--- src/rtl/whb_pkg.sv ---
// types, constants and state codes shared by the weighted 2d histogram binner
`timescale 1ns / 1ps

package whb_pkg;

  // fixed field widths
  localparam int COORD_W     = 32;
  localparam int WEIGHT_W    = 16;
  localparam int RD_IDX_W    = 6;
  localparam int CUR_W       = 40;
  localparam int BAK_W       = 48;
  localparam int CNT_W       = 32;
  localparam int SINCE_W     = 24;
  localparam int BINS_USED_W = 7;
  localparam int ORIGIN_W    = 32;
  localparam int INV_W       = 32;
  localparam int MUL_W       = 32;

  // offset from origin carries one extra bit, bin product one more
  localparam int OFF_W = ((COORD_W > ORIGIN_W) ? COORD_W : ORIGIN_W) + 1;
  localparam int IP_W  = OFF_W + 1;

  // default grid size
  localparam int X_BINS_DEF = 64;
  localparam int V_BINS_DEF = 64;

  // configuration port
  localparam int CFG_ADDR_W = 3;
  localparam int CFG_DATA_W = 32;

  localparam logic [CFG_ADDR_W-1:0] CFG_X_ORIGIN   = 3'd0;
  localparam logic [CFG_ADDR_W-1:0] CFG_X_INV      = 3'd1;
  localparam logic [CFG_ADDR_W-1:0] CFG_V_ORIGIN   = 3'd2;
  localparam logic [CFG_ADDR_W-1:0] CFG_V_INV      = 3'd3;
  localparam logic [CFG_ADDR_W-1:0] CFG_X_BINS     = 3'd4;
  localparam logic [CFG_ADDR_W-1:0] CFG_V_BINS     = 3'd5;
  localparam logic [CFG_ADDR_W-1:0] CFG_FLUSH_THR  = 3'd6;

  localparam logic [INV_W-1:0]       INV_RST       = 32'd65536;
  localparam logic [BINS_USED_W-1:0] BINS_USED_RST = 7'd64;
  localparam logic [SINCE_W-1:0]     FLUSH_THR_RST = 24'd1000000;

  // saturation limits
  localparam logic [CUR_W-1:0] CUR_MAX = {1'b0, {(CUR_W-1){1'b1}}};
  localparam logic [CUR_W-1:0] CUR_MIN = {1'b1, {(CUR_W-1){1'b0}}};
  localparam logic [BAK_W-1:0] BAK_MAX = {1'b0, {(BAK_W-1){1'b1}}};
  localparam logic [BAK_W-1:0] BAK_MIN = {1'b1, {(BAK_W-1){1'b0}}};
  localparam logic [CNT_W-1:0]   CNT_MAX   = {CNT_W{1'b1}};
  localparam logic [SINCE_W-1:0] SINCE_MAX = {SINCE_W{1'b1}};

  typedef struct packed {
    logic                       mode;
    logic signed [COORD_W-1:0]  coord_x;
    logic signed [COORD_W-1:0]  coord_v;
    logic signed [WEIGHT_W-1:0] weight;
    logic [RD_IDX_W-1:0]        read_bin_x;
    logic [RD_IDX_W-1:0]        read_bin_v;
  } in_item_t;

  typedef struct packed {
    logic                    in_range;
    logic                    flushed;
    logic signed [BAK_W-1:0] bin_total;
    logic [CNT_W-1:0]        accepted_count;
  } out_item_t;

  typedef enum logic [3:0] {
    S_CLEAR,
    S_IDLE,
    S_OFF,
    S_ABS,
    S_MXL,
    S_MXH,
    S_MVL,
    S_MVH,
    S_VFIN,
    S_RCHK,
    S_ADDR,
    S_RD,
    S_UPD,
    S_FL_RD,
    S_FL_WR,
    S_EMIT
  } fsm_state_t;

endpackage

--- src/rtl/whb_mul.sv ---
// shared 32x32 unsigned multiplier with registered product
`timescale 1ns / 1ps

module whb_mul (
  input  logic                          clk,
  input  logic [whb_pkg::MUL_W-1:0]     a,
  input  logic [whb_pkg::MUL_W-1:0]     b,
  output logic [2*whb_pkg::MUL_W-1:0]   prod
);

  logic [2*whb_pkg::MUL_W-1:0] prod_r;

  always_ff @(posedge clk) begin
    prod_r <= a * b;
  end

  assign prod = prod_r;

endmodule
--- config.mk ---
export PLATFORM = sky130hd
export DESIGN_NAME = whb_mul
export DESIGN_NICKNAME = d
export VERILOG_FILES = /design/src/rtl/whb_pkg.sv /design/src/rtl/whb_mul.sv
export SDC_FILE = /design/constraint.sdc
export NUM_CORES = 2
export LEC_CHECK = 0
export BUFFER_PORTS_ARGS = -buffer_cell sky130_fd_sc_hd__buf_2
export CORE_MARGIN = 4
export CORE_UTILIZATION = 45
export CTS_CLUSTER_SIZE = 20
export DETAILED_ROUTE_END_ITERATION = 12
export GPL_ROUTABILITY_DRIVEN = 0
export SLEW_MARGIN = 40
export SYNTH_ARGS = -nofsm -noshare
export SYNTH_HDL_FRONTEND = slang
export SYNTH_SLANG_ARGS = --single-unit
--- constraint.sdc ---
create_clock -name clk -period 8 [get_ports clk]
set_input_delay 0.4 -clock clk [delete_from_list [all_inputs] [get_ports clk]]
set_output_delay 0.4 -clock clk [all_outputs]
set_load 0.005 [all_outputs]
**After elaboration in Yosys (flattened, before gate mapping)**

Index checks and enable logic that the tools add are counted.

- Output and inout bits: 64
- Register bits: 64
- Word-level logic and storage cells: 2
- Input port bits: 65

- Multiply operators: 1

Operator list:

| kind | number |
|---|---|
| $mul 32x32->64 | 1 |

**Longest topological paths before layout**

- Word-level depth: 1
- Depth in mapped cells: 29

**Worst setup path before layout**

OpenSTA, ideal clock, no wires.

- Path kind: in2reg
- From: input port a[25] in the netlist's numbering
- To: register prod_r, in the netlist prod[62]
- Cell stages on the path: 25
- Buffers on the path: 2
- Arrival time: 7.081 ns
- Library setup time: 0.072 ns
- Setup slack: 0.847 ns
- Cells stage by stage: clkbuf_1 > nand2_1 > fa_1 > inv_1 > fa_1 > inv_1 > fa_1 > inv_1 > fa_1 > fa_1 > fa_1 > fa_1 > inv_1 > fa_1 > inv_1 > ha_1 > buf_2 > nand4_1 > or4_1 > or3_1 > a31oi_1 > a31o_2 > a211oi_1 > o21ai_1 > xor2_1

- Longest elaborated chain between the ends: 1

RTL lines:

| item | RTL line | RTL |
|---|---|---|
| start: declaration | whb_mul.sv:6 | `input logic [whb_pkg::MUL_W-1:0] a,` |
| $mul 32x32->64 | whb_mul.sv:14 | `prod_r <= a * b;` |
| end signal: assignment | whb_mul.sv:14 |  |
| end: declaration | whb_mul.sv:11 | `logic [2*whb_pkg::MUL_W-1:0] prod_r;` |

No other way between the ends.

**Worst setup path after layout**

- From: input port a[7] in the netlist's numbering
- To: register prod_r, in the netlist prod[62]

The elaborated chain is that of the path after synthesis.

==> flow_summary.json <==
{
  "status": "completed",
  "layout-drive-gt1-share_pct": 6.92,
  "path_class": "in2reg",
  "clock-root-buffer": "clkbuf_16",
  "muxShareOfSynthArea_pct": 0.0289,
  "avgViaCountPerCell": 5.12,
  "coreArea_um2": 76200,
  "port-buffer-count": 128,
  "die_w_um": 286,
  "via_count": 24600,
  "syn_avg_cell_area_um2": 9.25,
  "clock_path_buffers": 2,
  "drv_cap": 0,
  "period_share_pct": 93.9,
  "ctsResizeCount": 0,
  "wl_um": 94200,
  "ios": 129,
  "grt_pass1_vias": 27000,
  "endpoint_kind": "flip-flop",
  "die_h_um": 286,
  "min_path_type": "in2reg",
  "finalCriticalPeriod_ns": 7.51,
  "cts_buffers": 9,
  "rows": 101,
  "yosysMostFrequentCell": "fa_1",
  "async_reset_ff_share_pct": 0,
  "drtIter0Drc": 1279,
  "synth_top_family_by_area": "adder cells",
  "synthSimpleGateAreaFrac_pct": 17.6,
  "clk_pin_slew_ns": 0.06,
  "met1_usage_pct": 28.7,
  "hold_buffers": 0,
  "synthesis.nets": 4972,
  "grt_usage_pct": 24.0,
  "worstHoldEndpoint": "prod[0]$_DFF_P_",
  "cts_setup_buffers": 0,
  "seq_area_frac_synth_pct": 3.69,
  "place_ws_ns": 0.201,
  "crit_arrival_ns": 7.79,
  "final_max_slew_viol_count": 0,
  "grt_max_degree": 33,
  "finalSetupTns_ns": 0,
  "post-route-drc-count": 0,
  "initial_core_util_pct": 45.5,
  "finalSetupViolCount": 0,
  "placed_area_um2": 36600,
  "synth_top_area_cell": "fa_1",
  "post_drt_wl_per_cell_um": 19.6,
  "synthTopCellsByCount": "896 x fa_1, 865 x inv_1, 602 x and2_1",
  "cts.sinks": 64,
  "synthFlopType": "dfxtp_1",
  "ant_nets": 0,
  "worst_setup_path_start_kind": "input port",
  "rsz0062_at_grt": "no",
  "synthCells": 3748,
  "cts_tree": "done",
  "met2_usage_pct": 44.6,
  "timing.hold.ws_ns": 0.690,
  "final_cell_area_um2": 37000,
  "crit_required_ns": 8.28,
  "hold_depth": 2,
  "yosys-top-cells-area": "fa_1 52%, and2_1 11%, ha_1 9.5%",
  "synth.cell_area_um2": 34700,
  "fp.dieArea_um2": 81600,
  "largest_reg_flops": 64,
  "fin_nets": 4991,
  "max_clock_freq_ghz": 0.133,
  "grt_pass1_wl_um": 152000,
  "synth_edf_count": 0,
  "ys_types": 57,
  "final.setup.worst_slack_ns": 0.489,
  "cp_max_fo": 29,
  "antenna_found_initial": 2,
  "syn_to_final_growth_pct": 6.60,
  "synth_adder_area_share_pct": 61.2,
  "grt.overflow.total": 0,
  "hold_viol_final": 0,
  "slew_headroom_pct": 47.9,
  "ys_ff_latch": 64,
  "grt_busiest_layer": "met2",
  "dpl.hpwl_um": 80900,
  "tightest_slew_ns": 0.782,
  "synth-xor-area-share_pct": 1.52,
  "yosys_warnings": 0,
  "grtUsageMet3_pct": 1.94,
  "htreeDepth": 3,
  "synth_compound_area_share_pct": 4.15,
  "worstHoldStart": "b[0]",
  "yosysTopAreaCellShare_pct": 51.7,
  "drt-pass1-iter-count": 5
}
cell families after synthesis:
group,count (synthesis)
AO/OA/AOI/OAI,202
flip-flops,64
AND/OR/NAND/NOR,1177
buffers and inverters,1085
adder cells (fa/ha/maj),1159
XOR/XNOR,60
multiplexers,1
layer usage:
metal / up-vias / wire length (µm) / share of wire, %
met5: - / 13 / 0.014
met4: 2 / 4560 / 4.8
met3: 195 / 3540 / 3.8
met2: 671 / 50900 / 54
met1: 12900 / 35100 / 37
li1: 10900 / - / -
metrics by stage:
step / utilization [%] / instances
final: 48.5 / 4803
after global routing: 48.5 / 4802
after CTS: 48.5 / 4802
after detailed placement: 48.1 / 4786
after global placement: 48.1 / 4786
after floorplan: - / 3748
cell usage in the layout, fill, tap and decap left out, types with 4 or more instances in the layout:
master and n:
a21o_1 40, a21oi_1 63, a221o_1 4, a31oi_1 12, and2_1 602, and3_1 14
buf_12 9, buf_2 128, buf_4 91, clkbuf_16 9, dfxtp_1 64, fa_1 896
ha_1 263, inv_1 865, nand2_1 480, nand3_1 10, nand4_1 23, nor2_1 20
nor3_1 7, o21a_1 9, o21ai_0 21, o21ai_1 5, o21bai_1 10, xnor2_1 35
xor2_1 25
how the worst max path moves through the flow:
stage / startpoint / end / cells past startpoint
final: a[7] / prod[62]$_DFF_P_ / 23
after global routing: b[8] / prod[60]$_DFF_P_ / 25
after CTS: a[7] / prod[62]$_DFF_P_ / 23
after detailed placement: a[7] / prod[62]$_DFF_P_ / 23
after global placement: b[8] / prod[60]$_DFF_P_ / 25
after floorplan: a[25] / prod[62]$_DFF_P_ / 25
final cells by class:
type	instances	area, µm²
multi-input combinational	2599	29300
clock buffer	9	225
fill	7339	39200
clock inverter	7	103
timing repair buffer	228	1500
sequential	64	1280
tap	1030	1290
antenna	1	2.50
inverter	865	3250
worst max-delay path: stages:
cell      delay [ns]
buf_2           0.52
nand2_1         0.17
fa_1            0.56
inv_1           0.05
fa_1            0.51
inv_1           0.06
fa_1            0.55
inv_1           0.05
fa_1            0.48
fa_1            0.58
fa_1            0.45
fa_1            0.52
fa_1            0.42
ha_1            0.42
nand2_1         0.14
or4_1           0.54
or3_1           0.36
a31oi_1         0.20
buf_4           0.18
a31o_2          0.20
a211oi_1        0.10
o21ai_1         0.17
xor2_1          0.15
Power is left out: the tool's default activity adds up to more than one toggle a clock period on the data nets, which glitch-free logic cannot reach.
