`config.mk`:
```
export PLATFORM = sky130hd
export DESIGN_NAME = whb_ram
export DESIGN_NICKNAME = d
export VERILOG_FILES = /design/src/rtl/whb_ram.sv
export SDC_FILE = /design/constraint.sdc
export NUM_CORES = 1
export LEC_CHECK = 0
export BUFFER_PORTS_ARGS = -buffer_cell sky130_fd_sc_hd__buf_4
export CAP_MARGIN = 40
export CORE_ASPECT_RATIO = 0.9
export CORE_MARGIN = 3
export CORE_UTILIZATION = 45
export CTS_CLUSTER_DIAMETER = 60
export DETAILED_ROUTE_END_ITERATION = 12
export SLEW_MARGIN = 0
export SYNTH_ARGS = -nofsm -noshare
export SYNTH_HDL_FRONTEND = slang
export SYNTH_SLANG_ARGS = --single-unit
```
`constraint.sdc`:
```
create_clock -name clk -period 2.5 [get_ports clk]
set_input_delay 0.125 -clock clk [delete_from_list [all_inputs] [get_ports clk]]
set_output_delay 0.125 -clock clk [all_outputs]
set_load 0.02 [all_outputs]
```
`src/rtl/whb_ram.sv`:
```
// generic single write port, single read port ram with registered read
`timescale 1ns / 1ps

module whb_ram #(
  parameter int WIDTH = 8,
  parameter int DEPTH = 16,
  parameter int AW    = (DEPTH > 1) ? $clog2(DEPTH) : 1
) (
  input  logic             clk,
  input  logic             we,
  input  logic [AW-1:0]    waddr,
  input  logic [WIDTH-1:0] wdata,
  input  logic             re,
  input  logic [AW-1:0]    raddr,
  output logic [WIDTH-1:0] rdata
);

  logic [WIDTH-1:0] mem [DEPTH];
  logic [WIDTH-1:0] rdata_r;

  always_ff @(posedge clk) begin
    if (we) begin
      mem[waddr] <= wdata;
    end
    if (re) begin
      rdata_r <= mem[raddr];
    end
  end

  assign rdata = rdata_r;

endmodule

```
[After elaboration in Yosys (flattened, before gate mapping)]
Memories as Yosys holds them, arrays and structs flattened. A register that Yosys moved wholly into a read port is not among the register bits.
Cells that the tools add are included.
Storage, ports and cells
  flip-flop bits (word level): 0
  bits in writable memories: 128
  input bits: 19
  output and inout bits: 8
  word-level logic and storage cells: 3
  memories: 1
Operators by class
  mux-type cells: 2
Memories
  mem: words 16, width 8, read ports 1, clocked after memory_dff 1, write ports 1, RTL line 18  | logic [WIDTH-1:0] mem [DEPTH];
Operator list (number)
  two-way mux 1 bit: 2

[Logic depth before layout (Yosys ltp)]
Gate-level depths: netlist of the first run.
  word-level depth: 2
  mapped depth: 5
  gate-level depth less buffers: 3

[Worst setup path after synthesis of the first run]
No wires, ideal clock.
  path kind: in2reg
  start point: input waddr[2]
  end point: memory mem[0][0] (enable)
  setup time: 383 ps
  data arrival time: 1235 ps
  data required time: 2117 ps
  setup slack: 882 ps
  stages on the path: 2
  path buffers: 0
  cells stage by stage: or3b_2 -> nor3_1
RTL lines
  from (decl): RTL line 11  | input logic [AW-1:0] waddr,
  to (decl): RTL line 18
No word-level cell before the write port.

==> results of run 1 <==
-- per-stage QoR --
step	util	worst slack (ns)	hold slack, ns
floorplan	-	0.8821	0.2239
CTS	0.5648	0.9658	0.01275
global route	0.5648	0.8867	0.01403
global placement	0.5107	0.6015	0.4321
detailed placement	0.5114	0.6272	0.4343
finish	0.5648	0.9783	0.02455
-- registers in the layout, indices dropped and copies added (netlist names) --
signal / flops
mem: 128
rdata: 8
-- final timing paths --
| kind | startpoint | endpoint | slack [ns] | depth (start not counted) |
|---|---|---|---|---|
| worst max register to register | mem[3][6] | rdata[6] | 0.98 | 3 |
| worst max-delay path | mem[3][6] | rdata[6] | 0.98 | 3 |
| worst min-delay path | re | rdata[0] | 0.02 | 1 |
| worst min register to register | mem[11][1] | rdata[1] | 0.76 | 3 |
-- per-layer routing --
| metal | vias up | global-route usage | wire length (µm) |
|---|---|---|---|
| met3 | 10 | 0.04864 | 616 |
| met1 | 1290 | 0.2451 | 4639 |
| met4 | 0 | 0.05560 | 97 |
| li1 | 1084 | - | - |
| met5 | - | 0 | 0 |
| met2 | 76 | 0.2480 | 4555 |
-- cell families (layout without fill, tap and decap cells) --
kind of cell	Yosys count	in the layout	synth area share
DFF	136	136	0.7812
and+or+nand+nor	35	35	0.03136
muxes	32	32	0.1479
AOI/OAI and AO/OA	16	16	0.02298
buffers and inverters	10	75	0.01651
-- area by class of cell --
cell class                      instances  area share
Sequential cell                       136      0.6525
Clock buffer                           19     0.06917
Timing Repair Buffer                   43     0.05358
Clock inverter                         13     0.02539
Tap cell                              152     0.03039
Multi-Input combinational cell         83      0.1689
-- cell usage after synthesis, drive strengths merged --
cell             n
a22oi           16
and2             1
and2b            1
buf              7
clkdlybuf4s25    3
edfxtp         136
mux4            32
nand2            9
nand2b           2
nand3            1
nand3b           2
nor2            13
nor2b            1
nor3             4
or3b             1
-- power by group --
group	internal, µW	switching [µW]	leakage [µW]	total (µW)
Sequential	2570	13.0	0.00124	2580
Clock	1640	852	0.000292	2490
Combinational	111	145	0.000591	256
==> results.md, run 1 <==
* Buffers on Ports at 26
* Post-cts repair resize count at 0
* Cell Chain, Critical Path: mux4_2, a22oi_1, nand2_1
* Core Region at 11,080 µm²
* Syn_nets at 248
* Crit-path leading delay family: multiplexers
* Area contributors post-synth: edfxtp_1, mux4_2, mux4_1
* Die Area at 12,950 µm²
* CTS tree: built
* Final period util at 0.6087
* Routability cong. at 0.7132
* Placed inst area at 5667 µm²
* Rel. slew slack at 0.4978
* Share of layout cells above drive strength 1 at 0.2959
* Maximum operating frequency at 657.1 MHz
* #FFs+latches synth at 136
* Run status: finished clean
* Die H at 108.3 µm
* Die width at 119.6 µm
* Antenna Cells at 0
* Hold Crit Class: in -> reg
* Starting density of the core at 0.4718
* Initial antenna violation count at 0
* Arr. time, crit path at 1.65 ns
* Startpoint Class: flip-flop
* Worst-path clk slew at 0.05 ns
* Commonest non-fill, non-tap cell in the layout: edfxtp_1
* Vias post-DR at 2,460
* Row count at 36
* Commonest cells after routing, fill and taps aside: edfxtp_1, buf_4, mux4_2
* Layout area overhead at 19.72%
* Leakage at 0.002119 µW
* Maximum number of pins on one net before global-route repair at 33
* Fillers at 843
* Max VDD drop at 439.0 µV
* Gr usage total at 0.1683
* Initial DRC Count at 288
* Worst-path fanout max at 1
* Sink Count at 136
* WP data required at 2.63 ns
* CTS Buffer Depth at 2
* Number of global-route vias before repair at 2,500
* Final Net Count at 300
* Per-cell routed wire length at 22.22 µm
* Tot Pwr at 5334 µW
* Detailed-route vias per instance at 5.516
* Clock root cell: clkbuf_16
* Yosys top cell by area: edfxtp_1
* Final ANT Viol Nets at 0
* Register area share after synthesis at 0.7812
* First-pass GRT wire length at 15,310 µm
* RSZ-0062 raised after global routing: false
* Total CTS buffers at 17
* Slowest stage delay, CP at 0.48 ns
* Minimum clock period at 1.522 ns
* Max Slew Vio Count at 0
* Setup CP Type: reg -> reg
* Share of the synthesized area in the top cell type at 0.7812
* Crit path buf inv count at 0
* I/O pins at 27
* Hold_buf cts at 0
* DP HPWL at 6152 µm
* Clk_skew at 0.004957 ns
* Placed insts at 414
* Final std cells w/o fill at 446
* Clk_lat worst skew at 0.40 ns
* Syn Area/Cell at 22.83 µm²
* DRT Wirelength at 9908 µm
* Worst-Margin Slew at 0.7506 ns
* Synth warnings at 0
* # Max-Cap Violations at 0
* Final-report hold violation count at 0
* Post-CTS Setup Bufs at 0
* Pre-antenna DRT Iters at 4
* Residual DRC at 0
* H-tree Lvls at 4
* Syn Inst Count at 229
* CP endpoint kind: flip-flop
* Grt ovf at 0
* Endpoints failing setup at 0
* Distinct cells, synth at 18
* Final instance area at 6259 µm²
* Power Density at 852.2 nW/µm²
* FF/Latch Area at 4084 µm²
* Post-synthesis cell area at 5228 µm²
* Setup TNS at 0 ns
* Multi-input gate area at 1057 µm²
* Worst-path cell with the longest stage delay: mux4_2
(Power assumes the default switching activity.)
==> inputs of run 2 (changes only) <==
ABC_AREA = 1   (was default)
clock period = 1.42 ns   (was 2.5 ns; I/O delays follow)
==> results.md, run 2 <==
* Run status: finished clean
* Clock root cell: clkbuf_16
* Sink Count at 136 (unchanged)
* Syn Inst Count at 551 (+140%)
* Final period util at 0.8232 (+0.2145)
* Max Slew Vio Count at 0 (unchanged)
* Syn_nets at 570 (+130%)
* Routability cong. at 0.7831 (+9.8%)
* DP HPWL at 8520 µm (+38%)
* Commonest cells after routing, fill and taps aside: nand2_1, edfxtp_1, inv_1
* Yosys top cell by area: edfxtp_1
* Starting density of the core at 0.4730 (+0.001205)
* Total CTS buffers at 17 (unchanged)
* Post-synthesis mux area share at 0 (-0.1479)
* Flop2flop setup slack at 0.25 ns (-0.73 ns)
* Fin util at 0.5614 (-0.003378)
* Clk_skew at 0.006089 ns (+0.001131 ns)
* Final-report hold violation count at 0 (unchanged)
* Row count at 38 (+5.6%)
* Hold_buf cts at 4 (+4)
* Largest register FFs at 128 (unchanged)
* Per-cell routed wire length at 17.67 µm (-20%)
* Max VDD drop at 1194 µV (+170%)
* Fillers at 1,057 (+25%)
* Share of layout cells above drive strength 1 at 0.1352 (-0.1607)
* First-pass GRT wire length at 21,540 µm (+41%)
* Worst-path clk slew at 0.06 ns (about the same)
* Final ANT Viol Nets at 0 (unchanged)
* Distinct cells, synth at 11 (-7)
* Maximum operating frequency at 855.5 MHz (+30%)
* Hold Crit Class: in -> reg
* Share of the synthesized area in the top cell type at 0.6985 (-0.08275)
* CP endpoint kind: flip-flop
* Synth Area in XOR/XNOR at 0 (unchanged)
* Top_reg_cell synth: edfxtp_1
* RSZ-0062 raised after global routing: false
* Initial antenna violation count at 0 (unchanged)
* Antenna Cells at 0 (unchanged)
* Worst-Margin Slew at 0.4081 ns (-0.3425 ns)
* Placed inst area at 6339 µm² (+12%)
* Synth warnings at 0 (unchanged)
* Die width at 126.2 µm (+5.5%)
* Residual DRC at 0 (unchanged)
* Worst-path fanout max at 1 (unchanged)
* WP data required at 1.60 ns (-1.03 ns)
* Syn Area/Cell at 10.61 µm² (-54%)
* Post-cts repair resize count at 0 (unchanged)
* Adder-cell area share of the yosys netlist at 0 (unchanged)
* CTS tree: built
* Biggest register: mem
* Post-synthesis cell area at 5847 µm² (+12%)
* Post-synthesis compound-gate area fraction at 0 (-0.02298)
* Register area share after synthesis at 0.6985 (-0.08275)
* Post-Synth Simple-Gate Area at 0.2076 (+0.1762)
* Setup CP Type: reg -> reg
* Pre-antenna DRT Iters at 5 (+1)
* Post-synth ARST share at 0 (unchanged)
* Commonest non-fill, non-tap cell in the layout: nand2_1
* Rel. slew slack at 0.7280 (+0.2302)
* Initial DRC Count at 507 (+76%)
* Startpoint Class: flip-flop
* DRT Wirelength at 13,670 µm (+38%)
* Number of global-route vias before repair at 3,738 (+50%)
* EDFF count, synth at 136 (unchanged)
* Clk_lat worst skew at 0.43 ns (+0.03 ns)
* #FFs+latches synth at 136 (unchanged)
* Gr usage total at 0.2042 (+0.03590)
* CTS Buffer Depth at 2 (unchanged)
* Layout area overhead at 18.70%
* Die Area at 14,400 µm² (+11%)
* Die H at 114.1 µm (+5.4%)
* Buffers on Ports at 26 (unchanged)
* Maximum number of pins on one net before global-route repair at 65 (+97%)
* Endpoints failing setup at 0 (unchanged)
* Area contributors post-synth: edfxtp_1, nand2_1, nand3_1
* Final instance area at 6940 µm² (+11%)
* Arr. time, crit path at 1.35 ns (-0.30 ns)
* Power Density at 1348 nW/µm² (+58%)
* H-tree Lvls at 4 (unchanged)
* Vias post-DR at 3,858 (+57%)
* Top-count cell post-synth: nand2_1
* Post-CTS Setup Bufs at 0 (unchanged)
* Final Net Count at 620 (+110%)
* Detailed-route vias per instance at 4.984 (-9.6%)
* Top cell types by occurrence after synthesis: nand2_1, edfxtp_1, inv_1, nand3_1, nor2_1
* Worst Hold Slack at 0.01500 ns (-0.009551 ns)
* Grt ovf at 0 (unchanged)
* Minimum clock period at 1.169 ns (-0.3528 ns)
* Core Region at 12,360 µm² (+12%)
* Largest family of logic cells by synthesized area: simple AND/OR/NAND/NOR gates
* Leakage at 0.002996 µW (+41%)
* Setup TNS at 0 ns (unchanged)
* I/O pins at 27 (unchanged)
* # Max-Cap Violations at 0 (unchanged)
run 2: cell types whose count changed after synthesis, moves of 4 or more:
| cell | before | now |
|---|---|---|
| nand2_1 | 9 | 173 |
| inv_1 | 0 | 100 |
| nand3_1 | 1 | 97 |
| mux4_2 | 18 | 0 |
| a22oi_1 | 16 | 0 |
| mux4_1 | 14 | 0 |
| buf_2 | 3 | 13 |
| nor2_1 | 13 | 17 |
| nor3_1 | 4 | 0 |
run 2: layout make-up:
cell class / count / area [µm²] / area share
inverter: 102 / 382.9 / 0.05516
timing repair buffer: 55 / 498.0 / 0.07175
tap: 160 / 200.2 / 0.02884
sequential: 136 / 4084 / 0.5884
clock buffer: 17 / 425.4 / 0.06129
multi-input combinational: 289 / 1214 / 0.1749
clock inverter: 15 / 136.4 / 0.01965
run 2: final timing paths:
kind	endpoint	cells after the start	start
worst max-delay path	rdata[3]	6	mem[10][3]
worst min-delay path	mem[14][7]	1	wdata[7]
worst max register to register	rdata[3]	6	mem[10][3]
worst min register to register	rdata[4]	6	mem[15][4]
run 2: metal layers:
| metal | up-vias | share of wire | GRT usage |
|---|---|---|---|
| li1 | 1879 | - | - |
| met1 | 1810 | 0.47 | 0.3003 |
| met2 | 155 | 0.45 | 0.2978 |
| met3 | 14 | 0.075 | 0.05364 |
| met4 | 0 | 0.010 | 0.06862 |
| met5 | - | 0 | 0 |
run 2: cells by family after synthesis:
logic type    Yosys count
flops                 136
simple gates          289
buf+inv               126
run 2: stage by stage:
step | setup WS [ns] | power (µW) | instances
finish | 0.2511 | 9353 | 774
global route | 0.1827 | 9675 | 774
CTS | 0.2637 | 9416 | 774
detailed placement | 0.1641 | 5256 | 738
global placement | 0.1597 | 5251 | 738
floorplan | 0.3982 | 4969 | 551
run 2: where the power goes:
part | leakage (µW) | switching [µW] | internal (µW) | total [µW]
registers | 0.00124 | 24.9 | 4520 | 4550
logic | 0.00149 | 417 | 214 | 631
clock network | 0.000269 | 1630 | 2540 | 4170
run 2: worst max-delay path, cell delays in order, from the launching register on:
cell and delay [ns]:
edfxtp_1 0.35, nand2_1 0.07, nand2_1 0.05, nand2_1 0.11, nand3_1 0.18, nand3_1 0.11, nand2_1 0.06
==> inputs of run 3 (changes only) <==
ABC_AREA = 0   (was 1)
clock period = 1.1 ns   (was 1.42 ns; I/O delays follow)
==> results.md, run 3 (same netlist as run 1, synthesis figures left out) <==
* Pre-antenna DRT Iters at 4 (-1)
* Die width at 119.6 µm (-5.2%)
* Antenna Cells at 0 (unchanged)
* DRT Wirelength at 10,010 µm (-27%)
* Share of layout cells above drive strength 1 at 0.4038 (+0.2687)
* Run status: finished, violations left
* Sink Count at 136 (unchanged)
* Initial DRC Count at 232 (-54%)
* Minimum clock period at 1.383 ns (+0.2140 ns)
* Detailed-route vias per instance at 5.379 (+7.9%)
* Met2 wire length at 4999 µm (-18%)
* Clock root cell: clkbuf_16
* Biggest register: mem
* Total CTS buffers at 17 (unchanged)
* Final ANT Viol Nets at 0 (unchanged)
* Routability cong. at 0.7222 (-7.8%)
* Initial antenna violation count at 0 (unchanged)
* FF/Latch Area at 4084 µm² (unchanged)
* Sw power at 2343 µW (+13%)
* Clk_skew at 0.004513 ns (-0.001576 ns)
* Worst-Margin Slew at 0.9024 ns (+0.4943 ns)
* Startpoint Class: flip-flop
* Rel. slew slack at 0.3972 (-0.3308)
* Commonest non-fill, non-tap cell in the layout: edfxtp_1
* Gr usage total at 0.1738 (-0.03040)
* Core Region at 11,080 µm² (-10%)
* Failing checks: negative setup slack
* Tot Pwr at 12,040 µW (+29%)
* First-pass GRT wire length at 15,760 µm (-27%)
* Clk_lat worst skew at 0.41 ns (-0.02 ns)
* Final-report hold violation count at 0 (unchanged)
* Comb power frac at 0.058 (-0.009)
* Clock share of power at 0.453 (+0.007)
* Internal power at 9699 µW (+33%)
* Endpoints failing setup at 8 (+8)
* Commonest cells after routing, fill and taps aside: edfxtp_1, buf_4, mux4_2
* Buffers on Ports at 26 (unchanged)
* Maximum number of pins on one net before global-route repair at 17 (-74%)
* WP data required at 1.26 ns (-0.34 ns)
* WL met1 at 4441 µm (-31%)
* Fillers at 829 (-22%)
* Setup CP Type: reg -> reg
* DP HPWL at 6755 µm (-21%)
* Number of global-route vias before repair at 2,712 (-27%)
* CTS Buffer Depth at 2 (unchanged)
* Seq pwr share at 0.488 (+0.002)
* Die Area at 12,950 µm² (-10%)
* Leakage at 0.002177 µW (-27%)
* Final period util at 1.257 (+0.4340)
* Row count at 36 (-5.3%)
* Starting density of the core at 0.4718 (-0.001205)
* CTS tree: built
* DR top layer: met4
* I/O pins at 27 (unchanged)
* Final Net Count at 318 (-49%)
* Worst-path fanout max at 1 (unchanged)
* Hold Crit Class: in -> reg
* Placed inst area at 5831 µm² (-8.0%)
* # Max-Cap Violations at 0 (unchanged)
* Post-CTS Setup Bufs at 0 (unchanged)
* Die H at 108.3 µm (-5.2%)
* H-tree Lvls at 4 (unchanged)
* Sw Share at 0.1946 (-0.02711)
* Layout area overhead at 25.23%
* Grt ovf at 0 (unchanged)
* RSZ-0062 raised after global routing: true
* Worst-path clk slew at 0.05 ns (about the same)
* Power Density at 1840 nW/µm² (+36%)
* Max Slew Vio Count at 0 (unchanged)
* Final WS setup at -0.2829 ns (-0.5340 ns)
* Largest register FFs at 128 (unchanged)
* Maximum operating frequency at 723.1 MHz (-15%)
* Per-cell routed wire length at 21.58 µm (+22%)
* Max VDD drop at 1313 µV (+10%)
* Arr. time, crit path at 1.54 ns (+0.19 ns)
* Met3 WL at 479 µm (-53%)
* Fin util at 0.5908 (+0.02935)
* Final instance area at 6546 µm² (-5.7%)
* Multi-input gate area at 1086 µm² (-11%)
* CP endpoint kind: flip-flop
* Vias post-DR at 2,496 (-35%)
* Residual DRC at 0 (unchanged)
==> run 3: cell types whose count changed in the layout (fill, tap and decap cells not counted), moves of 4 or more <==
cell	previous run	this run
nand2_1	173	9
inv_1	100	0
nand3_1	97	1
mux4_2	0	32
a22oi_2	0	9
a22oi_1	0	7
nor2_1	17	10
buf_4	45	39
dlygate4sd3_1	4	9
buf_12	6	10
==> run 3: path summary, 6_finish.rpt <==
path	start	to	cells past startpoint	slack [ns]
min reg2reg	mem[15][1]	rdata[1]	3	0.76
max reg2reg	mem[3][5]	rdata[5]	3	-0.28
min	waddr[1]	mem[0][4]	3	0.14
max	mem[3][5]	rdata[5]	3	-0.28
==> run 3: cell type report <==
type	count	area share
tap	152	0.02905
multi-input combinational	83	0.1659
sequential	136	0.6239
timing repair buffer	61	0.09423
clock inverter	12	0.02026
clock buffer	20	0.06670
==> run 3: metrics by stage <==
| stage | instances | hold slack (ns) | setup TNS [ns] | worst slack [ns] |
|---|---|---|---|---|
| after floorplan | 229 | 0.1539 | -1.795 | -0.1664 |
| after global placement | 423 | 0.3683 | -10.85 | -0.3746 |
| after detailed placement | 423 | 0.3715 | -11.52 | -0.4157 |
| after CTS | 464 | 0.1259 | -2.350 | -0.3178 |
| after global routing | 464 | 0.1269 | -2.487 | -0.3393 |
| final | 464 | 0.1420 | -2.089 | -0.2829 |
==> run 3: metal layers <==
| layer | up-vias | GRT usage |
|---|---|---|
| li1 | 1103 | - |
| met1 | 1303 | 0.2311 |
| met2 | 80 | 0.2750 |
| met3 | 10 | 0.06381 |
| met4 | 0 | 0.04742 |
| met5 | - | 0 |
==> run 3: power groups by stage <==
| stage | logic (µW) | clock network (µW) | registers (µW) |
|---|---|---|---|
| global route | 762 | 5790 | 5890 |
| floorplan | 327 | 0 | 6000 |
| CTS | 709 | 5550 | 5880 |
| global placement | 655 | 0 | 5980 |
| finish | 704 | 5460 | 5880 |
| detailed placement | 669 | 0 | 5990 |
==> run 3: timing repair <==
| action | CTS | global route |
|---|---|---|
| setup endpoints to repair | 10 | 11 |
| hold buffers | 9 | 0 |
| resized for setup | 6 | 6 |
| hold endpoints to repair | 136 | 0 |
| pin swaps | 0 | 1 |
==> run 3: critical path, cell delays in order, from the launching register on <==
cell and delay (ns):
edfxtp_1 0.36, mux4_2 0.49, a22oi_2 0.21, nand2_1 0.07
